## src/hdl/uart_idle_timeout_frame_receiver_defines.svh

```systemverilog
// assertion macros for the idle-timeout frame receiver
// used by the top level only, no other dependencies
`ifndef UART_IDLE_TIMEOUT_FRAME_RECEIVER_DEFINES_SVH
`define UART_IDLE_TIMEOUT_FRAME_RECEIVER_DEFINES_SVH

// same-cycle implication
`define UITF_ASSERT_IMPLY(label, clk, rst, ante, cons, msg) \
   label: assert property (@(posedge clk) disable iff (rst) (ante) |-> (cons)) \
      else $error(msg);

// next-cycle implication
`define UITF_ASSERT_NEXT(label, clk, rst, ante, cons, msg) \
   label: assert property (@(posedge clk) disable iff (rst) (ante) |=> (cons)) \
      else $error(msg);

`endif

```

## src/hdl/uitf_pkg.sv

```systemverilog
// shared types and constants of the idle-timeout frame receiver
// no dependencies
package uitf_pkg;

   localparam int BUF_DEPTH_DEF = 512;
   localparam int DATA_W        = 8;
   localparam int LEN_W         = 9;
   localparam int IDX_W         = 9;
   localparam int COUNT_W       = 16;
   localparam int QUEUE_LOG2    = 2;
   localparam int CSR_ADDR_W    = 3;
   localparam int CSR_DATA_W    = 32;
   localparam logic [COUNT_W-1:0] TIMEOUT_RESET = 16'd100;

   typedef enum logic [2:0] {
      REQ_BYTE  = 3'd0,
      REQ_TICK  = 3'd1,
      REQ_POLL  = 3'd2,
      REQ_READ  = 3'd3,
      REQ_CLEAR = 3'd4
   } req_code_type;

   typedef enum logic {
      REG_IDLE_TIMEOUT = 1'b0
   } reg_index_type;

   typedef struct packed {
      logic             frame_done;
      logic [LEN_W-1:0] frame_length;
      logic             timer_active;
   } meta_type;

   typedef struct packed {
      logic done_pending;
      logic running;
   } front_status_type;

endpackage

```

## src/hdl/uitf_front.sv

```systemverilog
// front end: decodes each transaction, keeps index, counter and flags
// depends on uitf_pkg
module uitf_front #(
   parameter int BUF_DEPTH = uitf_pkg::BUF_DEPTH_DEF
) (
   input  logic                            clock,
   input  logic                            reset,
   input  logic                            accept,
   input  logic [2:0]                      req_type,
   input  logic [uitf_pkg::DATA_W-1:0]     rx_data,
   input  logic [uitf_pkg::IDX_W-1:0]      read_index,
   input  logic [uitf_pkg::COUNT_W-1:0]    timeout,
   output logic [2+$clog2(BUF_DEPTH)+uitf_pkg::DATA_W+$bits(uitf_pkg::meta_type)-1:0] op_data,
   output uitf_pkg::front_status_type      status
);

   localparam int AW = $clog2(BUF_DEPTH);
   localparam int LW = uitf_pkg::LEN_W;
   localparam logic [AW-1:0] LAST = AW'(BUF_DEPTH - 1);

   logic [AW-1:0]                  widx_ff, widx_in;
   logic [LW-1:0]                  len_ff, len_in;
   logic                           done_ff, done_in;
   logic                           run_ff, run_in;
   logic [uitf_pkg::COUNT_W-1:0]   cnt_ff, cnt_in;

   logic [uitf_pkg::COUNT_W-1:0]   cnt_next;
   logic [AW+LW-1:0]               widx_pad;
   logic [AW+uitf_pkg::IDX_W-1:0]  ridx_pad;
   logic                           op_we, op_re, done_out;
   logic [AW-1:0]                  op_addr;
   logic [uitf_pkg::DATA_W-1:0]    op_wdata;
   uitf_pkg::meta_type             meta;

   always_comb begin
      widx_in  = widx_ff;
      len_in   = len_ff;
      done_in  = done_ff;
      run_in   = run_ff;
      cnt_in   = cnt_ff;
      op_we    = 1'b0;
      op_re    = 1'b0;
      op_addr  = widx_ff;
      op_wdata = '0;
      done_out = 1'b0;
      cnt_next = cnt_ff + 1'b1;
      widx_pad = {{LW{1'b0}}, widx_ff};
      ridx_pad = {{AW{1'b0}}, read_index};
      case (uitf_pkg::req_code_type'(req_type))
         uitf_pkg::REQ_BYTE: begin
            op_we    = 1'b1;
            op_wdata = rx_data;
            if (widx_ff != LAST) begin
               widx_in = widx_ff + 1'b1;
            end
            cnt_in = '0;
            run_in = 1'b1;
         end
         uitf_pkg::REQ_TICK: begin
            if (run_ff) begin
               cnt_in = cnt_next;
               if (cnt_next >= timeout || cnt_next == '0) begin
                  op_we   = 1'b1;
                  len_in  = widx_pad[LW-1:0];
                  widx_in = '0;
                  done_in = 1'b1;
                  run_in  = 1'b0;
                  cnt_in  = '0;
               end
            end
         end
         uitf_pkg::REQ_POLL: begin
            done_out = done_ff;
            done_in  = 1'b0;
         end
         uitf_pkg::REQ_READ: begin
            op_addr = ridx_pad[AW-1:0];
            op_re   = (32'(read_index) < 32'(BUF_DEPTH));
         end
         uitf_pkg::REQ_CLEAR: begin
            op_we   = 1'b1;
            op_addr = '0;
         end
         default: begin
         end
      endcase
      meta.frame_done   = done_out;
      meta.frame_length = len_in;
      meta.timer_active = run_in;
   end

   always_ff @(posedge clock) begin
      if (reset) begin
         widx_ff <= '0;
         len_ff  <= '0;
         done_ff <= 1'b0;
         run_ff  <= 1'b0;
         cnt_ff  <= '0;
      end else if (accept) begin
         widx_ff <= widx_in;
         len_ff  <= len_in;
         done_ff <= done_in;
         run_ff  <= run_in;
         cnt_ff  <= cnt_in;
      end
   end

   assign op_data             = {op_we, op_re, op_addr, op_wdata, meta};
   assign status.done_pending = done_ff;
   assign status.running      = run_ff;

endmodule

```

## config.mk

```make
export PLATFORM = sky130hd
export DESIGN_NAME = uitf_front
export DESIGN_NICKNAME = d
export VERILOG_FILES = /design/src/hdl/uart_idle_timeout_frame_receiver_defines.svh /design/src/hdl/uitf_pkg.sv /design/src/hdl/uitf_front.sv
export SDC_FILE = /design/constraint.sdc
export NUM_CORES = 1
export LEC_CHECK = 0
export ABC_CLOCK_PERIOD_IN_PS = 5650
export BUFFER_PORTS_ARGS = -buffer_cell sky130_fd_sc_hd__buf_2
export CORE_ASPECT_RATIO = 1.75
export CORE_MARGIN = 1
export CORE_UTILIZATION = 28
export DETAILED_ROUTE_END_ITERATION = 7
export GPL_TIMING_DRIVEN = 0
export PLACE_DENSITY_LB_ADDON = 0.08
export SETUP_SLACK_MARGIN = 0.5
export SLEW_MARGIN = 20
export SYNTH_ARGS = -nofsm -noshare
export SYNTH_HDL_FRONTEND = slang
export SYNTH_SLANG_ARGS = --single-unit
```

## constraint.sdc

```tcl
create_clock -name clock -period 5.65 [get_ports clock]
set_input_delay 1.695 -clock clock [delete_from_list [all_inputs] [get_ports clock]]
set_output_delay 1.695 -clock clock [all_outputs]
set_load 0.005 [all_outputs]
```

==> reports/results.txt <==
Slew headroom = 39.9%
Buf+Inv Stages, Crit Path = 4
WP data required = 3950 ps
Initial Util = 28.8%
FILL cells = 1042
leading area contributor after synthesis = dfxtp_1
switching power = 148 uW
fin cells = 563
reg2reg end = cnt_ff[0]
core footprint = 9790 sq um
Logic pwr share = 10.4%
vias in the first global route = 2734
Critical Path Fanout Max = 6
die width = 77.8 microns
Tmin final = 5450 ps
Worst-Margin Slew = 895 ps
HP Class = reg2reg
crit start category = primary input
Iter 0 DRT Violations = 77
Mapped Avg Cell Area = 7.98 sq um
number of synthesized flops with an enable pin = 0
Ys Warns = 0
Syn Inst Count = 353
Worst Hold Margin = 484 ps
antenna fix cells = 0
cells along the critical path = buf_6, inv_4, ha_4, o21a_1, o21ai_2, a221oi_2, nand3b_1, a221o_2, o211ai_4, buf_6, mux2_4, buf_6
largest net degree at the start of global routing = 13
Clock Power Share = 47.5%
Clock Path Buffers = 2
failing checks = design-rule violations
Reg2Reg Depth = 17
hold_buf cts = 0
Max Cap Viol = 0
post-route ant nets = 0
DRC violations left = 1
most frequent cells after synthesis = dfxtp_1, nand2_1, nor2_1, inv_1, a21oi_1
vias = 2774
Tot GR Track Use = 16.6%
synth top area cells = dfxtp_1, ha_1, mux2i_1
initial antenna violation count = 0
Placed Area = 3420 sq um
CTS tree = done
placer's final routability congestion estimate = 0.770
fmax = 183 MHz
# clock sinks = 36
Final setup viols = 0
register area share after synthesis = 25.6%
Area Overhead vs Synth = 34.3%
Netlist cell types = 50
total CTS buffers = 5
VDD IR-drop max = 106 uV
Post-Syn Area = 2820 sq um
pre-CTS setup slack = -261 ps
Die ar. = 10500 sq um
multi-input logic area = 2000 sq um
Setup WS post-layout = 196 ps
final clock skew = 6.11 ps
DP HPWL = 6430 microns
synthesis-stage register bit count = 36
Top delay family on crit path = compound AO/OA/AOI/OAI gates
Register Area = 723 sq um
Die Ht = 135 microns
Root Buffer = clkbuf_16
first-pass iteration count of the detailed router = 6
Seq pwr share = 42.1%
GRT overflow = 0
top-count cell post-synth = dfxtp_1
r2r setup slk = 1700 ps
worst r2r src = cnt_ff[0]
Internal = 460 uW
syn nets = 412
ys async rst share = 0%
CP max stage delay = 400 ps
slowest library cell on the worst path = a221o_2
DR WL/cell = 14.7 microns
Clock Latency Late Sink = 280 ps
predominant post-synthesis flop cell = dfxtp_1
CP Class = in2out
hold endpoint = done_ff
final WL = 8270 microns
clock-pin slew on the worst setup and hold paths = 50 ps
Hold Startpoint = done_ff
pwr/cell area = 161 nW/um^2
Layout Nets = 496
status = complete, but fails checks
CP most frequent cell = buf_6
layout cell share with drive strength beyond 1 = 34.2%
Crit. End Element = primary output
endpoints failing hold = 0
Cells on Worst Hold Path = 2
unrepaired setup endpoints after global routing = yes
Via density = 4.93
Core Util, Final = 38.7%
placed cell count = 548
design area = 3780 sq um
Worst EP arrival = 3760 ps
Max Slew Vio Count = 0
first-pass GRT wire length = 13500 microns
switching part of the total = 24.3%
P_leak = 1.80 nW
Port Buffers = 70
io pins = 71
Final Cycle Share = 96.5%
FP Rows = 48
top cell type's share of synthesized area = 25.6%
# H-tree levels = 2
[worst max path at each step]
stage          startpoint    endpoint  slack [ps]  depth (start not counted)
5_1_grt        timeout[9]  op_data[4]          70                         12
3_3_place_gp   timeout[9]  op_data[1]        -230                         11
4_1_cts        timeout[2]  op_data[1]         180                         12
3_5_place_dp   timeout[9]  op_data[1]        -260                         11
6_report       timeout[2]  op_data[3]         200                         12
2_1_floorplan  timeout[9]  op_data[1]         350                          9
[power groups by stage]
| stage | Clock (mW) | Sequential, mW | Combinational (mW) |
|---|---|---|---|
| after floorplan | 0 | 0.261 | 0.0313 |
| after global placement | 0 | 0.261 | 0.0608 |
| after detailed placement | 0 | 0.261 | 0.0616 |
| after CTS | 0.297 | 0.256 | 0.0635 |
| after global routing | 0.310 | 0.256 | 0.0722 |
| final | 0.289 | 0.256 | 0.0633 |
[cell type report]
class                   count  share of cell area [%]
plain buffers              28                    4.43
clock buffers               6                    3.67
clock inverters             2                   0.364
inverters                  24                    2.65
multi-input cells         265                    52.9
flip-flops and latches     36                    19.1
well taps                 125                    4.13
repair buffers             77                    12.7
[tightest hold or removal path: cells and delay by family (launching register included)]
family	cells	cell delay (ps)
buffers and inverters	1	50
AO/OA/AOI/OAI	1	60
flip-flops	1	320
[state kept, by name, summed over array words and instances, names as in the netlist]
signal and cells:
done_ff 1, cnt_ff 16, run_ff 1, widx_ff 9, len_ff 9
[layout by cell type, fill, tap and decap left out, drive strengths merged, types with 11 or more instances in the layout]
cell	count
nand2	29
inv	25
o21ai	13
dfxtp	36
clkbuf	17
nor2	29
nand3	15
a21oi	22
and2	11
mux2i	13
ha	20
buf	94
[metrics by stage]
stage / TNS [ps] / power [mW]
floorplan: 0 / 0.292
global placement: -2020 / 0.322
detailed placement: -2330 / 0.323
CTS: 0 / 0.616
global route: 0 / 0.638
finish: 0 / 0.608
[cell families after synthesis]
family                   Yosys count  synth area share (%)
AO/OA/AOI/OAI                     75                  17.5
flip-flops                        36                  25.6
adder cells (fa/ha/maj)           20                  8.88
buffers and inverters             52                  9.15
XOR/XNOR                          15                  4.66
AND/OR/NAND/NOR                  133                  25.9
multiplexers                      22                  8.22
[metal layers]
layer	part of all wire, %	routed length (microns)	track usage (%)
met1	38	3120	16.7
met2	58	4820	33.7
met3	2.1	174	2.09
met4	1.9	155	5.97
met5	0	0	0
[repair_timing]
item	4_1_cts	5_1_grt
setup buffers	4	3
resized for setup	23	10
pin swaps	9	3
endpoints found under the setup margin	11	11
No activity file was read; power rests on OpenSTA's default activity.
