===== config.mk =====
export PLATFORM = sky130hd
export DESIGN_NAME = uitf_back
export DESIGN_NICKNAME = d
export VERILOG_FILES = /design/src/hdl/uart_idle_timeout_frame_receiver_defines.svh /design/src/hdl/uitf_pkg.sv /design/src/hdl/uitf_ram.sv /design/src/hdl/uitf_fifo.sv /design/src/hdl/uitf_back.sv
export SDC_FILE = /design/constraint.sdc
export NUM_CORES = 2
export LEC_CHECK = 0
export ABC_AREA = 1
export BUFFER_PORTS_ARGS = -buffer_cell sky130_fd_sc_hd__buf_2
export CORE_MARGIN = 10
export CORE_UTILIZATION = 35
export CTS_CLUSTER_SIZE = 12
export DETAILED_ROUTE_END_ITERATION = 8
export PLACE_DENSITY = 0.51
export SLEW_MARGIN = 30
export SYNTH_ARGS = -nofsm -noshare
export SYNTH_HDL_FRONTEND = slang
export SYNTH_MEMORY_MAX_BITS = 65536
export SYNTH_SLANG_ARGS = --single-unit

===== constraint.sdc =====
create_clock -name clock -period 19.85 [get_ports clock]
set_input_delay 0.9925 -clock clock [delete_from_list [all_inputs] [get_ports clock]]
set_output_delay 0.9925 -clock clock [all_outputs]
set_load 0.1 [all_outputs]

===== src/hdl/uart_idle_timeout_frame_receiver_defines.svh =====
// assertion macros for the idle-timeout frame receiver
// used by the top level only, no other dependencies
`ifndef UART_IDLE_TIMEOUT_FRAME_RECEIVER_DEFINES_SVH
`define UART_IDLE_TIMEOUT_FRAME_RECEIVER_DEFINES_SVH

// same-cycle implication
`define UITF_ASSERT_IMPLY(label, clk, rst, ante, cons, msg) \
   label: assert property (@(posedge clk) disable iff (rst) (ante) |-> (cons)) \
      else $error(msg);

// next-cycle implication
`define UITF_ASSERT_NEXT(label, clk, rst, ante, cons, msg) \
   label: assert property (@(posedge clk) disable iff (rst) (ante) |=> (cons)) \
      else $error(msg);

`endif


===== src/hdl/uitf_pkg.sv =====
// shared types and constants of the idle-timeout frame receiver
// no dependencies
package uitf_pkg;

   localparam int BUF_DEPTH_DEF = 512;
   localparam int DATA_W        = 8;
   localparam int LEN_W         = 9;
   localparam int IDX_W         = 9;
   localparam int COUNT_W       = 16;
   localparam int QUEUE_LOG2    = 2;
   localparam int CSR_ADDR_W    = 3;
   localparam int CSR_DATA_W    = 32;
   localparam logic [COUNT_W-1:0] TIMEOUT_RESET = 16'd100;

   typedef enum logic [2:0] {
      REQ_BYTE  = 3'd0,
      REQ_TICK  = 3'd1,
      REQ_POLL  = 3'd2,
      REQ_READ  = 3'd3,
      REQ_CLEAR = 3'd4
   } req_code_type;

   typedef enum logic {
      REG_IDLE_TIMEOUT = 1'b0
   } reg_index_type;

   typedef struct packed {
      logic             frame_done;
      logic [LEN_W-1:0] frame_length;
      logic             timer_active;
   } meta_type;

   typedef struct packed {
      logic done_pending;
      logic running;
   } front_status_type;

endpackage


===== src/hdl/uitf_ram.sv =====
// generic single-write, single-read ram with registered read data
// no dependencies
module uitf_ram #(
   parameter int WIDTH = 8,
   parameter int DEPTH = 512
) (
   input  logic                     clock,
   input  logic                     we,
   input  logic [$clog2(DEPTH)-1:0] waddr,
   input  logic [WIDTH-1:0]         wdata,
   input  logic [$clog2(DEPTH)-1:0] raddr,
   output logic [WIDTH-1:0]         rdata
);

   logic [WIDTH-1:0] mem_ff [DEPTH];
   logic [WIDTH-1:0] rdata_ff;

   always_ff @(posedge clock) begin
      if (we) begin
         mem_ff[waddr] <= wdata;
      end
      rdata_ff <= mem_ff[raddr];
   end

   assign rdata = rdata_ff;

endmodule


===== src/hdl/uitf_fifo.sv =====
// small register-based fifo, power-of-two depth
// no dependencies
module uitf_fifo #(
   parameter int WIDTH      = 8,
   parameter int DEPTH_LOG2 = 2
) (
   input  logic                  clock,
   input  logic                  reset,
   input  logic                  push,
   input  logic [WIDTH-1:0]      push_data,
   input  logic                  pop,
   output logic [WIDTH-1:0]      pop_data,
   output logic                  empty,
   output logic                  full,
   output logic [DEPTH_LOG2:0]   count
);

   localparam int DEPTH = 1 << DEPTH_LOG2;

   logic [WIDTH-1:0]      mem_ff [DEPTH];
   logic [DEPTH_LOG2-1:0] wr_ptr_ff, wr_ptr_in;
   logic [DEPTH_LOG2-1:0] rd_ptr_ff, rd_ptr_in;
   logic [DEPTH_LOG2:0]   count_ff, count_in;

   always_comb begin
      wr_ptr_in = push ? wr_ptr_ff + 1'b1 : wr_ptr_ff;
      rd_ptr_in = pop ? rd_ptr_ff + 1'b1 : rd_ptr_ff;
      count_in  = count_ff;
      if (push && !pop) begin
         count_in = count_ff + 1'b1;
      end else if (pop && !push) begin
         count_in = count_ff - 1'b1;
      end
   end

   always_ff @(posedge clock) begin
      if (reset) begin
         wr_ptr_ff <= '0;
         rd_ptr_ff <= '0;
         count_ff  <= '0;
      end else begin
         wr_ptr_ff <= wr_ptr_in;
         rd_ptr_ff <= rd_ptr_in;
         count_ff  <= count_in;
      end
   end

   always_ff @(posedge clock) begin
      if (push) begin
         mem_ff[wr_ptr_ff] <= push_data;
      end
   end

   assign pop_data = mem_ff[rd_ptr_ff];
   assign empty    = (count_ff == '0);
   assign full     = (count_ff == (DEPTH_LOG2 + 1)'(DEPTH));
   assign count    = count_ff;

endmodule


===== src/hdl/uitf_back.sv =====
// back end: buffer ram, post-reset clear sweep, read stage and result fifo
// depends on uitf_pkg, uitf_ram, uitf_fifo
module uitf_back #(
   parameter int BUF_DEPTH = uitf_pkg::BUF_DEPTH_DEF
) (
   input  logic                        clock,
   input  logic                        reset,
   input  logic                        op_empty,
   input  logic [2+$clog2(BUF_DEPTH)+uitf_pkg::DATA_W+$bits(uitf_pkg::meta_type)-1:0] op_data,
   output logic                        op_pop,
   output logic                        clearing,
   input  logic                        rsp_pop,
   output logic                        rsp_empty,
   output logic                        rsp_frame_done,
   output logic [uitf_pkg::LEN_W-1:0]  rsp_frame_length,
   output logic [uitf_pkg::DATA_W-1:0] rsp_read_byte,
   output logic                        rsp_timer_active
);

   localparam int AW = $clog2(BUF_DEPTH);
   localparam int DW = uitf_pkg::DATA_W;
   localparam int QL = uitf_pkg::QUEUE_LOG2;
   localparam int RW = $bits(uitf_pkg::meta_type) + DW;
   localparam logic [AW-1:0] LAST = AW'(BUF_DEPTH - 1);

   logic                 op_we, op_re;
   logic [AW-1:0]        op_addr;
   logic [DW-1:0]        op_wdata;
   uitf_pkg::meta_type   op_meta;

   logic                 clr_busy_ff, clr_busy_in;
   logic [AW-1:0]        clr_addr_ff, clr_addr_in;
   logic                 s1_valid_ff;
   logic                 s1_re_ff;
   uitf_pkg::meta_type   s1_meta_ff;

   logic                 issue, credit_ok;
   logic [QL:0]          out_count, credit_sum;
   logic                 out_empty;
   logic [RW-1:0]        out_push_data, out_head;
   uitf_pkg::meta_type   head_meta;

   logic                 ram_we;
   logic [AW-1:0]        ram_waddr;
   logic [DW-1:0]        ram_wdata, ram_rdata;

   assign {op_we, op_re, op_addr, op_wdata, op_meta} = op_data;

   assign credit_sum = out_count + (QL + 1)'(s1_valid_ff);
   assign credit_ok  = credit_sum < (QL + 1)'(1 << QL);
   assign issue      = !clr_busy_ff && !op_empty && credit_ok;
   assign op_pop     = issue;

   always_comb begin
      clr_busy_in = clr_busy_ff;
      clr_addr_in = clr_addr_ff;
      if (clr_busy_ff) begin
         clr_addr_in = clr_addr_ff + 1'b1;
         if (clr_addr_ff == LAST) begin
            clr_busy_in = 1'b0;
         end
      end
   end

   always_ff @(posedge clock) begin
      if (reset) begin
         clr_busy_ff <= 1'b1;
         clr_addr_ff <= '0;
         s1_valid_ff <= 1'b0;
      end else begin
         clr_busy_ff <= clr_busy_in;
         clr_addr_ff <= clr_addr_in;
         s1_valid_ff <= issue;
      end
   end

   always_ff @(posedge clock) begin
      if (issue) begin
         s1_re_ff   <= op_re;
         s1_meta_ff <= op_meta;
      end
   end

   assign ram_we    = clr_busy_ff | (issue & op_we);
   assign ram_waddr = clr_busy_ff ? clr_addr_ff : op_addr;
   assign ram_wdata = clr_busy_ff ? '0 : op_wdata;

   uitf_ram #(
      .WIDTH (DW),
      .DEPTH (BUF_DEPTH)
   ) u_ram (
      .clock (clock),
      .we    (ram_we),
      .waddr (ram_waddr),
      .wdata (ram_wdata),
      .raddr (op_addr),
      .rdata (ram_rdata)
   );

   assign out_push_data = {s1_meta_ff, s1_re_ff ? ram_rdata : {DW{1'b0}}};

   uitf_fifo #(
      .WIDTH      (RW),
      .DEPTH_LOG2 (QL)
   ) u_out_fifo (
      .clock     (clock),
      .reset     (reset),
      .push      (s1_valid_ff),
      .push_data (out_push_data),
      .pop       (rsp_pop && !out_empty),
      .pop_data  (out_head),
      .empty     (out_empty),
      .full      (),
      .count     (out_count)
   );

   assign {head_meta, rsp_read_byte} = out_head;
   assign rsp_frame_done   = head_meta.frame_done;
   assign rsp_frame_length = head_meta.frame_length;
   assign rsp_timer_active = head_meta.timer_active;
   assign rsp_empty        = out_empty;
   assign clearing         = clr_busy_ff;

endmodule


==> flow_summary.yaml <==
route:
  drcViolationCount: 0
  ant_nets: 0
  drtIter0Drc: 12042
  dr_total_vias: 109695
  drt_wl_total_um: 518000
  viasPerCell: 5.29
  drt-wirelength-per-cell_um: 25.0
  firstDrtPassIters: 8
setup_path:
  end_kind: "flip-flop"
  path_buf_inv: 7
  path_common_cell: "nand3_1"
  cpPeakStageDelay_ns: 0.82
  crit_chain: "buf_12 > inv_16 > buf_12 > buf_12 > buf_4 > buf_4 > buf_4 > nand2_1 > nand3_1 > nand3_1 > nand3_1 > nand3_1 > nand3_1 > nand3_1 > nand3_1 > nand3_1 > nand2_1"
  cp_top_family: "buffers and inverters"
  critical_path_class: "in2reg"
  cp_max_fo: 165
  crit_slowest_cell: "buf_4"
  start_kind: "input pin"
  critical_path_arrival_ns: 7.13
  required_ns: 20.81
floorplan:
  num_io_pins: 56
  dieArea_sq_um: 516000
  rows: 256
  core_area_sq_um: 486000
  die_y_um: 719
  start_util_pct: 35.1
  die_w_um: 719
clock_tree:
  clk_pin_slew_ns: 0.07
  htreeDepth: 5
  cts_root_buf: "clkbuf_16"
  worst_skew_pair.late_latency_ns: 1.02
  cts.repair.resized: 0
  clock-sinks: 4212
  cts_setup_buffers: 0
  cts_buffers: 435
  cts_buffer_depth: 4
  cts_hold_buffers: 0
  tritoncts: "yes"
placement:
  place_hpwl_um: 286000
  dpl.cell_count: 19980
  place.gp.congestion: 0.809
  place_ws_ns: 12.74
  port_buffers: 55
logic_synthesis:
  ys_dominant_reg_cell: "edfxtp_1"
  synth_seq_cells: 4212
  ys_seq_area_share_pct: 73.9
  synthCells: 14280
  yosysWarningCount: 0
  synth.avg_cell_area_sq_um: 12.0
  synth_edf_count: 4184
  async_flop_share_pct: 0
  synthesis.nets: 14322
  syn_area_sq_um: 171000
  synth_cell_types: 31
cells_and_area:
  finalNonFillerCells: 20752
  multi_input_area_sq_um: 39400
  final_core_util_pct: 38.9
  regArea_sq_um: 126000
  final_nets: 14010
  syn2layout_area_growth_pct: 10.7
  fill_cells: 46337
  drive_gt1_share_pct: 6.04
grt:
  grt_pass1_wl_um: 753000
  first_global_vias: 103606
  antenna_found_initial: 19
  grt-ovfl-total: 0
  grt_max_degree: 183
  track_usage_pct: 19.2
sta:
  finalHoldViolCount: 0
  period_needed_ns: 6.16
  fin_crit_sh_pct: 31.0
  max_slew.worst_pin.slew_ns: 1.05
  finClkSkew_ns: 0.0499
  rsz0062_at_grt: "no"
  relSlewSlack_pct: 29.8
  finalWorstSetupSlack_ns: 13.69
  fmax_ghz: 0.162
  slew_violations: 0
  setup_viol: 0
  fin_setup_tns_ns: 0
power:
  ir_drop_v: 0.0000718
  power_density_nw_per_um2: 97.3
  leakage_uw: 0.0651
  p_total_uw: 18400
run_status:
  status: "finished clean"
hold_path:
  hold_class: "in2reg"
job:
  cap_violations: 0
-- cells by family after synthesis --
family	after synthesis	share of synthesized area (%)
xor+xnor	1	0.00513
compound gates	88	0.286
simple gates	8891	22.6
flops	4212	73.9
buf+inv	1080	3.20
fa+ha+maj	8	0.0630
-- sequential cells by signal (all words and copies together), names as in the netlist, named ones only --
register,flops
u_out_fifo.wr_ptr_ff,2
clearing,1
s1_valid_ff,1
u_ram.rdata,8
clr_addr_ff,9
out_push_data,11
s1_re_ff,1
u_out_fifo.mem_ff,76
u_ram.mem_ff,4096
u_out_fifo.count,3
u_out_fifo.rd_ptr_ff,2
-- path summary, 6_finish.rpt --
check | startpoint | to | slack, ns | cells after the start
min reg2reg | u_out_fifo.rd_ptr_ff[1]$_SDFFE_PP0P_ | flip-flop | 0.47 | 2
max reg2reg | clearing$_SDFF_PP1_ | u_ram.mem_ff[168][1]$_DFFE_PP_ | 14.77 | 6
min | op_data[28] | s1_re_ff$_DFFE_PN_ | 0.20 | 1
max | op_data[19] | u_ram.rdata[5]$_DFF_P_ | 13.69 | 17
-- where the power goes --
part,leakage [uW],switching (uW),internal (uW)
Sequential,0.0390,14.5,9640
Combinational,0.0198,850,246
Clock,0.00627,3410,4230
Total,0.0651,4280,14100
-- cell usage in the layout, fill, tap and decap left out, drive strengths merged, types with 10 or more instances in the layout --
master and instances:
edfxtp 4184, clkinv 157, o21ai 58, buf 253
bufinv 14, nor2 605, clkbuf 574, o22ai 19
dfxtp 28, nand3 4087, diode 10, nand2 4180
nor3 11, inv 92
-- layout make-up --
cell class,instances,share of cell area (%)
tap,6450,4.27
multi-input combinational,8988,20.9
inverter,78,0.184
antenna,10,0.0132
sequential,4212,66.7
clock buffer,574,6.09
timing repair buffer,253,1.14
clock inverter,187,0.709
-- synthesized netlist by cell type (7+ instances only) --
cell type	count	share of area (%)
inv_1	71	0.16
edfxtp_1	4184	74
o22ai_1	19	0.070
buf_4	95	0.42
dfxtp_1	28	0.33
nor2_1	599	1.3
o21ai_0	51	0.15
buf_6	34	0.22
buf_1	120	0.26
ha_1	7	0.051
nand3_1	4087	12
buf_2	621	1.8
clkbuf_1	131	0.29
a21oi_1	9	0.026
nor3_1	9	0.026
nand2_1	4180	9.2
-- layer usage --
layer  GRT usage, %  part of all wire, %  up-vias
met5              0                0.018        -
met4           6.58                  3.6       14
met3           2.93                  6.8      765
met2           30.3                   46     3927
met1           27.1                   43    54810
li1               -                    -    50179
-- through the flow --
step	hold WS, ns	instance area, sq um
floorplan	0.436	171000
global placement	0.453	176000
detailed placement	0.462	176000
CTS	0.106	189000
global route	0.143	189000
finish	0.198	189000
(Power assumes the default switching activity.)
