`src/hdl/uart_idle_timeout_frame_receiver_defines.svh`:
```
// assertion macros for the idle-timeout frame receiver
// used by the top level only, no other dependencies
`ifndef UART_IDLE_TIMEOUT_FRAME_RECEIVER_DEFINES_SVH
`define UART_IDLE_TIMEOUT_FRAME_RECEIVER_DEFINES_SVH

// same-cycle implication
`define UITF_ASSERT_IMPLY(label, clk, rst, ante, cons, msg) \
   label: assert property (@(posedge clk) disable iff (rst) (ante) |-> (cons)) \
      else $error(msg);

// next-cycle implication
`define UITF_ASSERT_NEXT(label, clk, rst, ante, cons, msg) \
   label: assert property (@(posedge clk) disable iff (rst) (ante) |=> (cons)) \
      else $error(msg);

`endif

```
`src/hdl/uitf_fifo.sv`:
```
// small register-based fifo, power-of-two depth
// no dependencies
module uitf_fifo #(
   parameter int WIDTH      = 8,
   parameter int DEPTH_LOG2 = 2
) (
   input  logic                  clock,
   input  logic                  reset,
   input  logic                  push,
   input  logic [WIDTH-1:0]      push_data,
   input  logic                  pop,
   output logic [WIDTH-1:0]      pop_data,
   output logic                  empty,
   output logic                  full,
   output logic [DEPTH_LOG2:0]   count
);

   localparam int DEPTH = 1 << DEPTH_LOG2;

   logic [WIDTH-1:0]      mem_ff [DEPTH];
   logic [DEPTH_LOG2-1:0] wr_ptr_ff, wr_ptr_in;
   logic [DEPTH_LOG2-1:0] rd_ptr_ff, rd_ptr_in;
   logic [DEPTH_LOG2:0]   count_ff, count_in;

   always_comb begin
      wr_ptr_in = push ? wr_ptr_ff + 1'b1 : wr_ptr_ff;
      rd_ptr_in = pop ? rd_ptr_ff + 1'b1 : rd_ptr_ff;
      count_in  = count_ff;
      if (push && !pop) begin
         count_in = count_ff + 1'b1;
      end else if (pop && !push) begin
         count_in = count_ff - 1'b1;
      end
   end

   always_ff @(posedge clock) begin
      if (reset) begin
         wr_ptr_ff <= '0;
         rd_ptr_ff <= '0;
         count_ff  <= '0;
      end else begin
         wr_ptr_ff <= wr_ptr_in;
         rd_ptr_ff <= rd_ptr_in;
         count_ff  <= count_in;
      end
   end

   always_ff @(posedge clock) begin
      if (push) begin
         mem_ff[wr_ptr_ff] <= push_data;
      end
   end

   assign pop_data = mem_ff[rd_ptr_ff];
   assign empty    = (count_ff == '0);
   assign full     = (count_ff == (DEPTH_LOG2 + 1)'(DEPTH));
   assign count    = count_ff;

endmodule

```
`config.mk`:
```
export PLATFORM = sky130hd
export DESIGN_NAME = uitf_fifo
export DESIGN_NICKNAME = d
export VERILOG_FILES = /design/src/hdl/uart_idle_timeout_frame_receiver_defines.svh /design/src/hdl/uitf_fifo.sv
export SDC_FILE = /design/constraint.sdc
export NUM_CORES = 1
export LEC_CHECK = 0
export BUFFER_PORTS_ARGS = -buffer_cell sky130_fd_sc_hd__buf_4
export CAP_MARGIN = 10
export CORE_MARGIN = 2
export CORE_UTILIZATION = 54
export DETAILED_ROUTE_END_ITERATION = 6
export PLACE_DENSITY = 0.77
export SLEW_MARGIN = 30
export SYNTH_ARGS = -nofsm -noshare
export SYNTH_HDL_FRONTEND = slang
export SYNTH_SLANG_ARGS = --single-unit
```
`constraint.sdc`:
```
create_clock -name clock -period 1.8 [get_ports clock]
set_input_delay 0.18 -clock clock [delete_from_list [all_inputs] [get_ports clock]]
set_output_delay 0.18 -clock clock [all_outputs]
set_load 0.05 [all_outputs]
```
==> impl_summary.txt, run 1 <==
----------------------------------------------------
[Status]
  Run status ... complete, no violations

[Pwr]
  PwrDens ... 1180 nW/um2
  Worst vdd ir ... 1350 uV
  Internal power component ... 0.00169 W
  Relative contribution of the clock network to total power ... 30.8%
  Combinational share of power ... 20.1%
  Fraction of power spent switching nets ... 26.3%
  Power after layout ... 0.00229 W
  Leak Pwr ... 0.725 nW
  Sequential power share ... 49.1%
  Sw Pwr ... 0.000601 W

[Route]
  Via count of the routed design ... 790
  Final Routed Wirelength ... 2350 um
  Number of nets still failing antenna checks after routing ... 0
  Post-detailed-route DRC marker count ... 0
  Vias/cell ... 5.34
  Iteration count of the initial detailed-routing pass ... 4
  DRC marker count from the first detailed-route iteration ... 12
  Routed length per instance ... 15.8 um

[Job]
  Number of max-cap violations ... 0

[Clock tree]
  Library cell used as clock root buffer ... clkbuf_4
  Number of CTS-inserted buffers ... 5
  Buffers from clock root to sink, at most ... 2
  CTS H-Tree Depth ... 2
  Buffers inserted during post-CTS setup optimization ... 0
  Worst-skew pair later-pin latency ... 0.34 ns
  Clk sinks ... 41
  Post-CTS clock slew at the launch and capture registers of the worst setup and hold paths ... 0.12 ns
  TritonCTS clock tree ... built

[Synthesis]
  Net Count, Synth ... 104
  Mean cell area of the mapped netlist ... 18.4 um2
  Synthesized netlist cell count ... 86
  Cell variety after synth ... 20
  Synth Area in Compound Gates ... 0.631%
  Post-synthesis instance area ... 1590 um2
  Share of the yosys chip area belonging to registers ... 71.9%
  Arithmetic-cell share of the synthesized area counting full adders, half adders and majority gates ... 5.21%
  Simple logic cell fraction of the synthesized area ... 4.65%
  Post-synthesis mux area share ... 12.6%
  Combinational family with the most area after synthesis ... multiplexers
  Synthesis Warnings ... 0
  Xor-xnor portion of the synthesized cell area ... 2.76%
  FF+latch count, synth ... 41

[Setup path]
  CP startpoint kind ... register
  CP endpoint kind ... output pin
  Cell with the largest stage delay on the worst path ... mux4_2
  Most common cell type on the critical path ... buf_6
  Arrival time of the worst setup path ... 1.56 ns
  Required time of the critical path ... 1.62 ns
  Cell family with the largest share of critical-path delay ... multiplexers
  Ordered list of cells on the worst path ... buf_6 -> mux4_2 -> buf_6
  Largest stage delay on the critical path ... 0.55 ns
  Buf+Inv Stages, Crit Path ... 2
  Critical path type ... register to output pin
  Maximum fanout along the worst path ... 8

[STA]
  Number of hold violations in the final report ... 0
  Slew @ Worst Pin ... 0.442 ns
  Unrepaired setup endpoints after global routing ... yes
  Achievable clock frequency ... 574 MHz
  Count of pins over their slew limit ... 0
  Rel. slew slack ... 70.6%
  Worst Skew ... 0.00903 ns
  Tmin final ... 1.74 ns
  Ratio of final minimum period to clock period ... 96.8%
  Accumulated negative setup slack ... 0 ns
  Final setup vio count ... 0

[Place]
  Detail Placement HPWL ... 1720 um
  Last weighted congestion value of the routability-driven placer ... 0.743
  Number of I/O port buffers ... 24
  Number of cells after detailed placement ... 139

[Global routing]
  GRT Residual Overflow ... 0
  Initial antenna violation count ... 0
  Vias in the first global route ... 801
  Pin count of the biggest net entering global routing ... 14
  GRT Util Overall ... 16.2%
  Global-route wire length before repair ... 3700 um

[Floorplan]
  Die ar. ... 3390 um2
  Core area ... 2780 um2
  # rows ... 19
  Die height ... 58.2 um
  Die X ... 58.2 um
  Initial Utilization ... 57.0%
  I/O pin total ... 25

[Final layout]
  Layout cells sized above 1 ... 36.8%
  Area Growth Syn to Fin ... 21.7%
  Post-route non-filler standard cell count ... 148
  Final core utilization ... 69.4%
  Post-layout nets ... 134
  Number of antenna repair diodes ... 0

[Min path]
  Min-delay worst type ... input pin to register

----------------------------------------------------
==> kinds of logic after synthesis <==
family,count (synthesis)
compound gates,2
xor+xnor,5
fa+ha+maj,6
buf+inv,7
flops,41
mux,10
simple gates,15
==> flip-flops by register name, indices dropped and copies added, names as in the netlist, named ones only <==
name and cells:
wr_ptr_ff 2, count 3, rd_ptr_ff 2, mem_ff 32
==> layer usage <==
| layer | vias up | share of wire [%] | GRT usage, % |
|---|---|---|---|
| li1 | 378 | - | - |
| met1 | 386 | 41 | 18.3 |
| met2 | 21 | 53 | 26.6 |
| met3 | 5 | 4.2 | 4.91 |
| met4 | 0 | 1.9 | 11.0 |
| met5 | - | 0 | 0 |
==> power groups by stage <==
stage / logic [W] / registers (W) / clock network (W)
floorplan: 0.000289 / 0.00117 / 0
global placement: 0.000445 / 0.00114 / 0
detailed placement: 0.000453 / 0.00115 / 0
CTS: 0.000456 / 0.00112 / 0.000720
global route: 0.000489 / 0.00113 / 0.000765
finish: 0.000460 / 0.00112 / 0.000703
==> worst reg2reg max path: cells and delay by family (launching register included) <==
| family | cells | cell delay [ns] |
|---|---|---|
| fa+ha+maj | 1 | 0.45 |
| flops | 1 | 0.40 |
| simple gates | 1 | 0.30 |
| xor+xnor | 1 | 0.18 |
| compound gates | 1 | 0.14 |
==> per-stage QoR <==
step	cell area (um2)	hold slack (ns)	worst slack, ns
after floorplan	1600	0.279	0.126
after global placement	1800	0.380	0.195
after detailed placement	1800	0.388	0.142
after CTS	1910	0.0209	0.00908
after global routing	1930	0.000941	-0.00669
final	1930	0.0347	0.0575
==> layout by cell type, fill, tap and decap left out, drive strengths merged <==
master	Yosys	routed
o21ai	1	1
dfxtp	9	9
and2	4	4
xor2	3	3
buf	1	25
ha	5	5
a21oi	1	1
or3	1	1
edfxtp	32	32
nor3b	1	1
nand2	1	1
inv	4	4
bufinv	0	2
clkinv	0	1
mux2i	2	2
dlygate4sd3	0	1
nor2	7	7
xnor2	2	2
nor3	1	1
fa	1	1
mux4	8	8
clkbuf	2	5
==> Yosys cell counts <==
| cell | n | area, um2 |
|---|---|---|
| edfxtp_1 | 32 | 961 |
| dfxtp_1 | 9 | 180 |
| ha_1 | 5 | 62.6 |
| mux4_2 | 8 | 180 |
| clkbuf_1 | 1 | 3.75 |
| or3_1 | 1 | 6.26 |
| nor3b_1 | 1 | 7.51 |
| nor2_1 | 7 | 26.3 |
| nand2_1 | 1 | 3.75 |
| nor3_1 | 1 | 5.00 |
| and2_1 | 4 | 25.0 |
| buf_6 | 1 | 11.3 |
| o21ai_0 | 1 | 5.00 |
| clkbuf_2 | 1 | 5.00 |
| xnor2_1 | 2 | 17.5 |
| mux2i_1 | 2 | 20.0 |
| inv_1 | 4 | 15.0 |
| xor2_1 | 3 | 26.3 |
| a21oi_1 | 1 | 5.00 |
| fa_1 | 1 | 20.0 |
==> what timing repair did <==
item	in CTS	in global routing
endpoints found under the setup margin	1	3
endpoints found under the hold margin	0	4
hold buffers	0	1
resized for setup	1	3
==> cell type report <==
cell class | instances | area, um2
repair buffers | 26 | 213
well taps | 31 | 38.8
inverters | 4 | 15.0
clock buffers | 5 | 37.5
multi-input cells | 38 | 420
clock inverters | 3 | 65.1
flip-flops and latches | 41 | 1140
fillers | 192 | 851
==> worst paths after layout <==
path	slack (ns)	start	endpoint	cells after the start
max reg2reg	0.26	count[0]$_SDFFE_PP0P_	count[2]$_SDFFE_PP0P_	4
min	0.03	push_data[1]	mem_ff[0][1]$_DFFE_PP_	1
max	0.06	register	pop_data[0]	3
min reg2reg	0.54	count[2]$_SDFFE_PP0P_	count[2]$_SDFFE_PP0P_	2
No activity file was read; power rests on OpenSTA's default activity.
==> run 2, diff against run 1 <==
--- a/config.mk
+++ b/config.mk
@@ -9,8 +9,10 @@
 export CAP_MARGIN = 10
 export CORE_MARGIN = 2
 export CORE_UTILIZATION = 54
+export CTS_CLUSTER_DIAMETER = 150
 export DETAILED_ROUTE_END_ITERATION = 6
 export PLACE_DENSITY = 0.77
+export SETUP_SLACK_MARGIN = 0.5
 export SLEW_MARGIN = 30
 export SYNTH_ARGS = -nofsm -noshare
 export SYNTH_HDL_FRONTEND = slang
==> impl_summary.txt, run 2 (synthesized netlist as in run 1, its figures left out) <==
----------------------------------------------------
[Status]
  Run status ... complete, no violations

[Clock tree]
  CTS H-Tree Depth ... 2
  TritonCTS clock tree ... built
  Post-CTS clock slew at the launch and capture registers of the worst setup and hold paths ... 0.11 ns
  Worst-skew pair later-pin latency ... 0.33 ns
  Library cell used as clock root buffer ... clkbuf_4
  Buffers from clock root to sink, at most ... 2
  Clk sinks ... 41
  Number of CTS-inserted buffers ... 5

[Global routing]
  GRT Residual Overflow ... 0
  Vias in the first global route ... 832
  Global-route wire length before repair ... 3840 um
  GRT Util Overall ... 16.2%
  Pin count of the biggest net entering global routing ... 13
  Initial antenna violation count ... 0

[Min path]
  Min-delay worst type ... input pin to register
  Instance count along the most critical hold path ... 1
  Worst-case hold path end point ... mem_ff[1][0]$_DFFE_PP_
  Startpoint of the worst hold path ... push_data[0]

[Floorplan]
  # rows ... 19
  Core area ... 2780 um2
  I/O pin total ... 25
  Die X ... 58.2 um
  Initial Utilization ... 57.0%
  Die ar. ... 3390 um2
  Die height ... 58.2 um

[Final layout]
  Register name with the most flops ... mem_ff
  Post-layout nets ... 133
  Most used cells in the layout excluding fill and tap cells ... edfxtp_1 (32), buf_4 (14), buf_6 (9), mux4_2 (8), nor2_1 (7)
  Number of antenna repair diodes ... 0
  Post-route non-filler standard cell count ... 147
  Most frequent standard cell in the layout excluding fill and tap cells ... edfxtp_1
  Layout cells sized above 1 ... 47.4%
  Area Growth Syn to Fin ... 24.6%
  Largest register FFs ... 32

[STA]
  Worst Skew ... 0.00903 ns
  Slew @ Worst Pin ... 0.393 ns
  Count of pins over their slew limit ... 0
  Achievable clock frequency ... 587 MHz
  Ratio of final minimum period to clock period ... 94.6%
  Accumulated negative setup slack ... 0 ns
  Number of hold violations in the final report ... 0
  Unrepaired setup endpoints after global routing ... yes
  Rel. slew slack ... 73.8%
  Tmin final ... 1.70 ns
  Final setup vio count ... 0

[Route]
  Final Routed Wirelength ... 2340 um
  DRC marker count from the first detailed-route iteration ... 6
  Routed length per instance ... 15.9 um
  Number of nets still failing antenna checks after routing ... 0
  Via count of the routed design ... 784
  Iteration count of the initial detailed-routing pass ... 3
  Vias/cell ... 5.33
  Post-detailed-route DRC marker count ... 0

[Setup path]
  Cell with the largest stage delay on the worst path ... mux4_2
  Cell family with the largest share of critical-path delay ... multiplexers
  Ordered list of cells on the worst path ... buf_12 -> mux4_2 -> buf_8
  R2r endpoint ... count[2]$_SDFFE_PP0P_
  Cell count of the worst reg-to-reg path ... 4
  Maximum fanout along the worst path ... 8
  CP endpoint kind ... output pin
  Largest stage delay on the critical path ... 0.53 ns
  Buf+Inv Stages, Crit Path ... 2
  Required time of the critical path ... 1.62 ns
  Launching point of the worst reg2reg path ... count[1]$_SDFFE_PP0P_
  Critical path type ... register to output pin
  Reg-to-reg slack, setup ... 0.41 ns
  Arrival time of the worst setup path ... 1.52 ns
  CP startpoint kind ... register

[Pwr]
  Worst vdd ir ... 925 uV
  PwrDens ... 1110 nW/um2
  Leak Pwr ... 0.726 nW

[Place]
  Number of cells after detailed placement ... 139
  Number of I/O port buffers ... 24
  Last weighted congestion value of the routability-driven placer ... 0.657
  Detail Placement HPWL ... 1610 um

[Job]
  Number of max-cap violations ... 0

----------------------------------------------------
==> run 2: final cells by class <==
cell class	instances	area, um2
Sequential cell	41	1150
Multi-Input combinational cell	38	447
Timing Repair Buffer	25	241
Fill cell	183	805
Inverter	4	15.0
Clock buffer	8	80.1
Tap cell	31	38.8
==> run 2: worst max-delay path by stage <==
stage	startpoint	end	slack [ns]	cells past startpoint
2_1_floorplan	pop	count[2]$_SDFFE_PP0P_	0.37	7
3_3_place_gp	pop	count[2]$_SDFFE_PP0P_	0.22	8
3_5_place_dp	pop	count[2]$_SDFFE_PP0P_	0.18	8
4_1_cts	register	pop_data[1]	0.07	3
5_1_grt	register	pop_data[1]	0.02	3
6_report	register	pop_data[1]	0.1	3
==> run 2: timing repair <==
action | 4_1_cts | 5_1_grt
hold buffers | 0 | 0
pin swaps | 0 | 2
gates resized for setup | 20 | 3
cloned | 0 | 0
hold endpoints to repair | 0 | 0
buffers inserted | 0 | 0
setup endpoints to repair | 43 | 14
==> run 2: power breakdown <==
group          switching (W)  leakage (nW)  internal (W)
combinational       0.000294         0.312      0.000211
clock               0.000272        0.0437      0.000276
sequential         0.0000496         0.371       0.00109
==> run 2: worst reg2reg max path, cell delays in order (launching register included) <==
cell and delay, ns:
dfxtp_4 0.39, fa_2 0.36, xor2_1 0.15, or3_1 0.32
a21oi_2 0.11
==> run 2: per-stage QoR <==
step	utilization (%)	cell area [um2]	setup slack, ns	hold slack [ns]	total power [W]
2_1_floorplan	-	1620	0.372	0.279	0.00147
3_3_place_gp	65.5	1820	0.223	0.379	0.00160
3_5_place_dp	65.5	1820	0.181	0.387	0.00161
4_1_cts	70.7	1970	0.0653	0.0274	0.00220
5_1_grt	71.1	1980	0.0193	0.0111	0.00228
6_report	71.1	1980	0.0963	0.0357	0.00219
==> run 2: layer usage <==
layer | track usage [%] | routed length [um] | up-vias
li1 | - | - | 379
met1 | 19.6 | 944 | 386
met2 | 27.1 | 1280 | 17
met3 | 5.58 | 98 | 2
met4 | 5.98 | 18 | 0
met5 | 0 | 0 | -
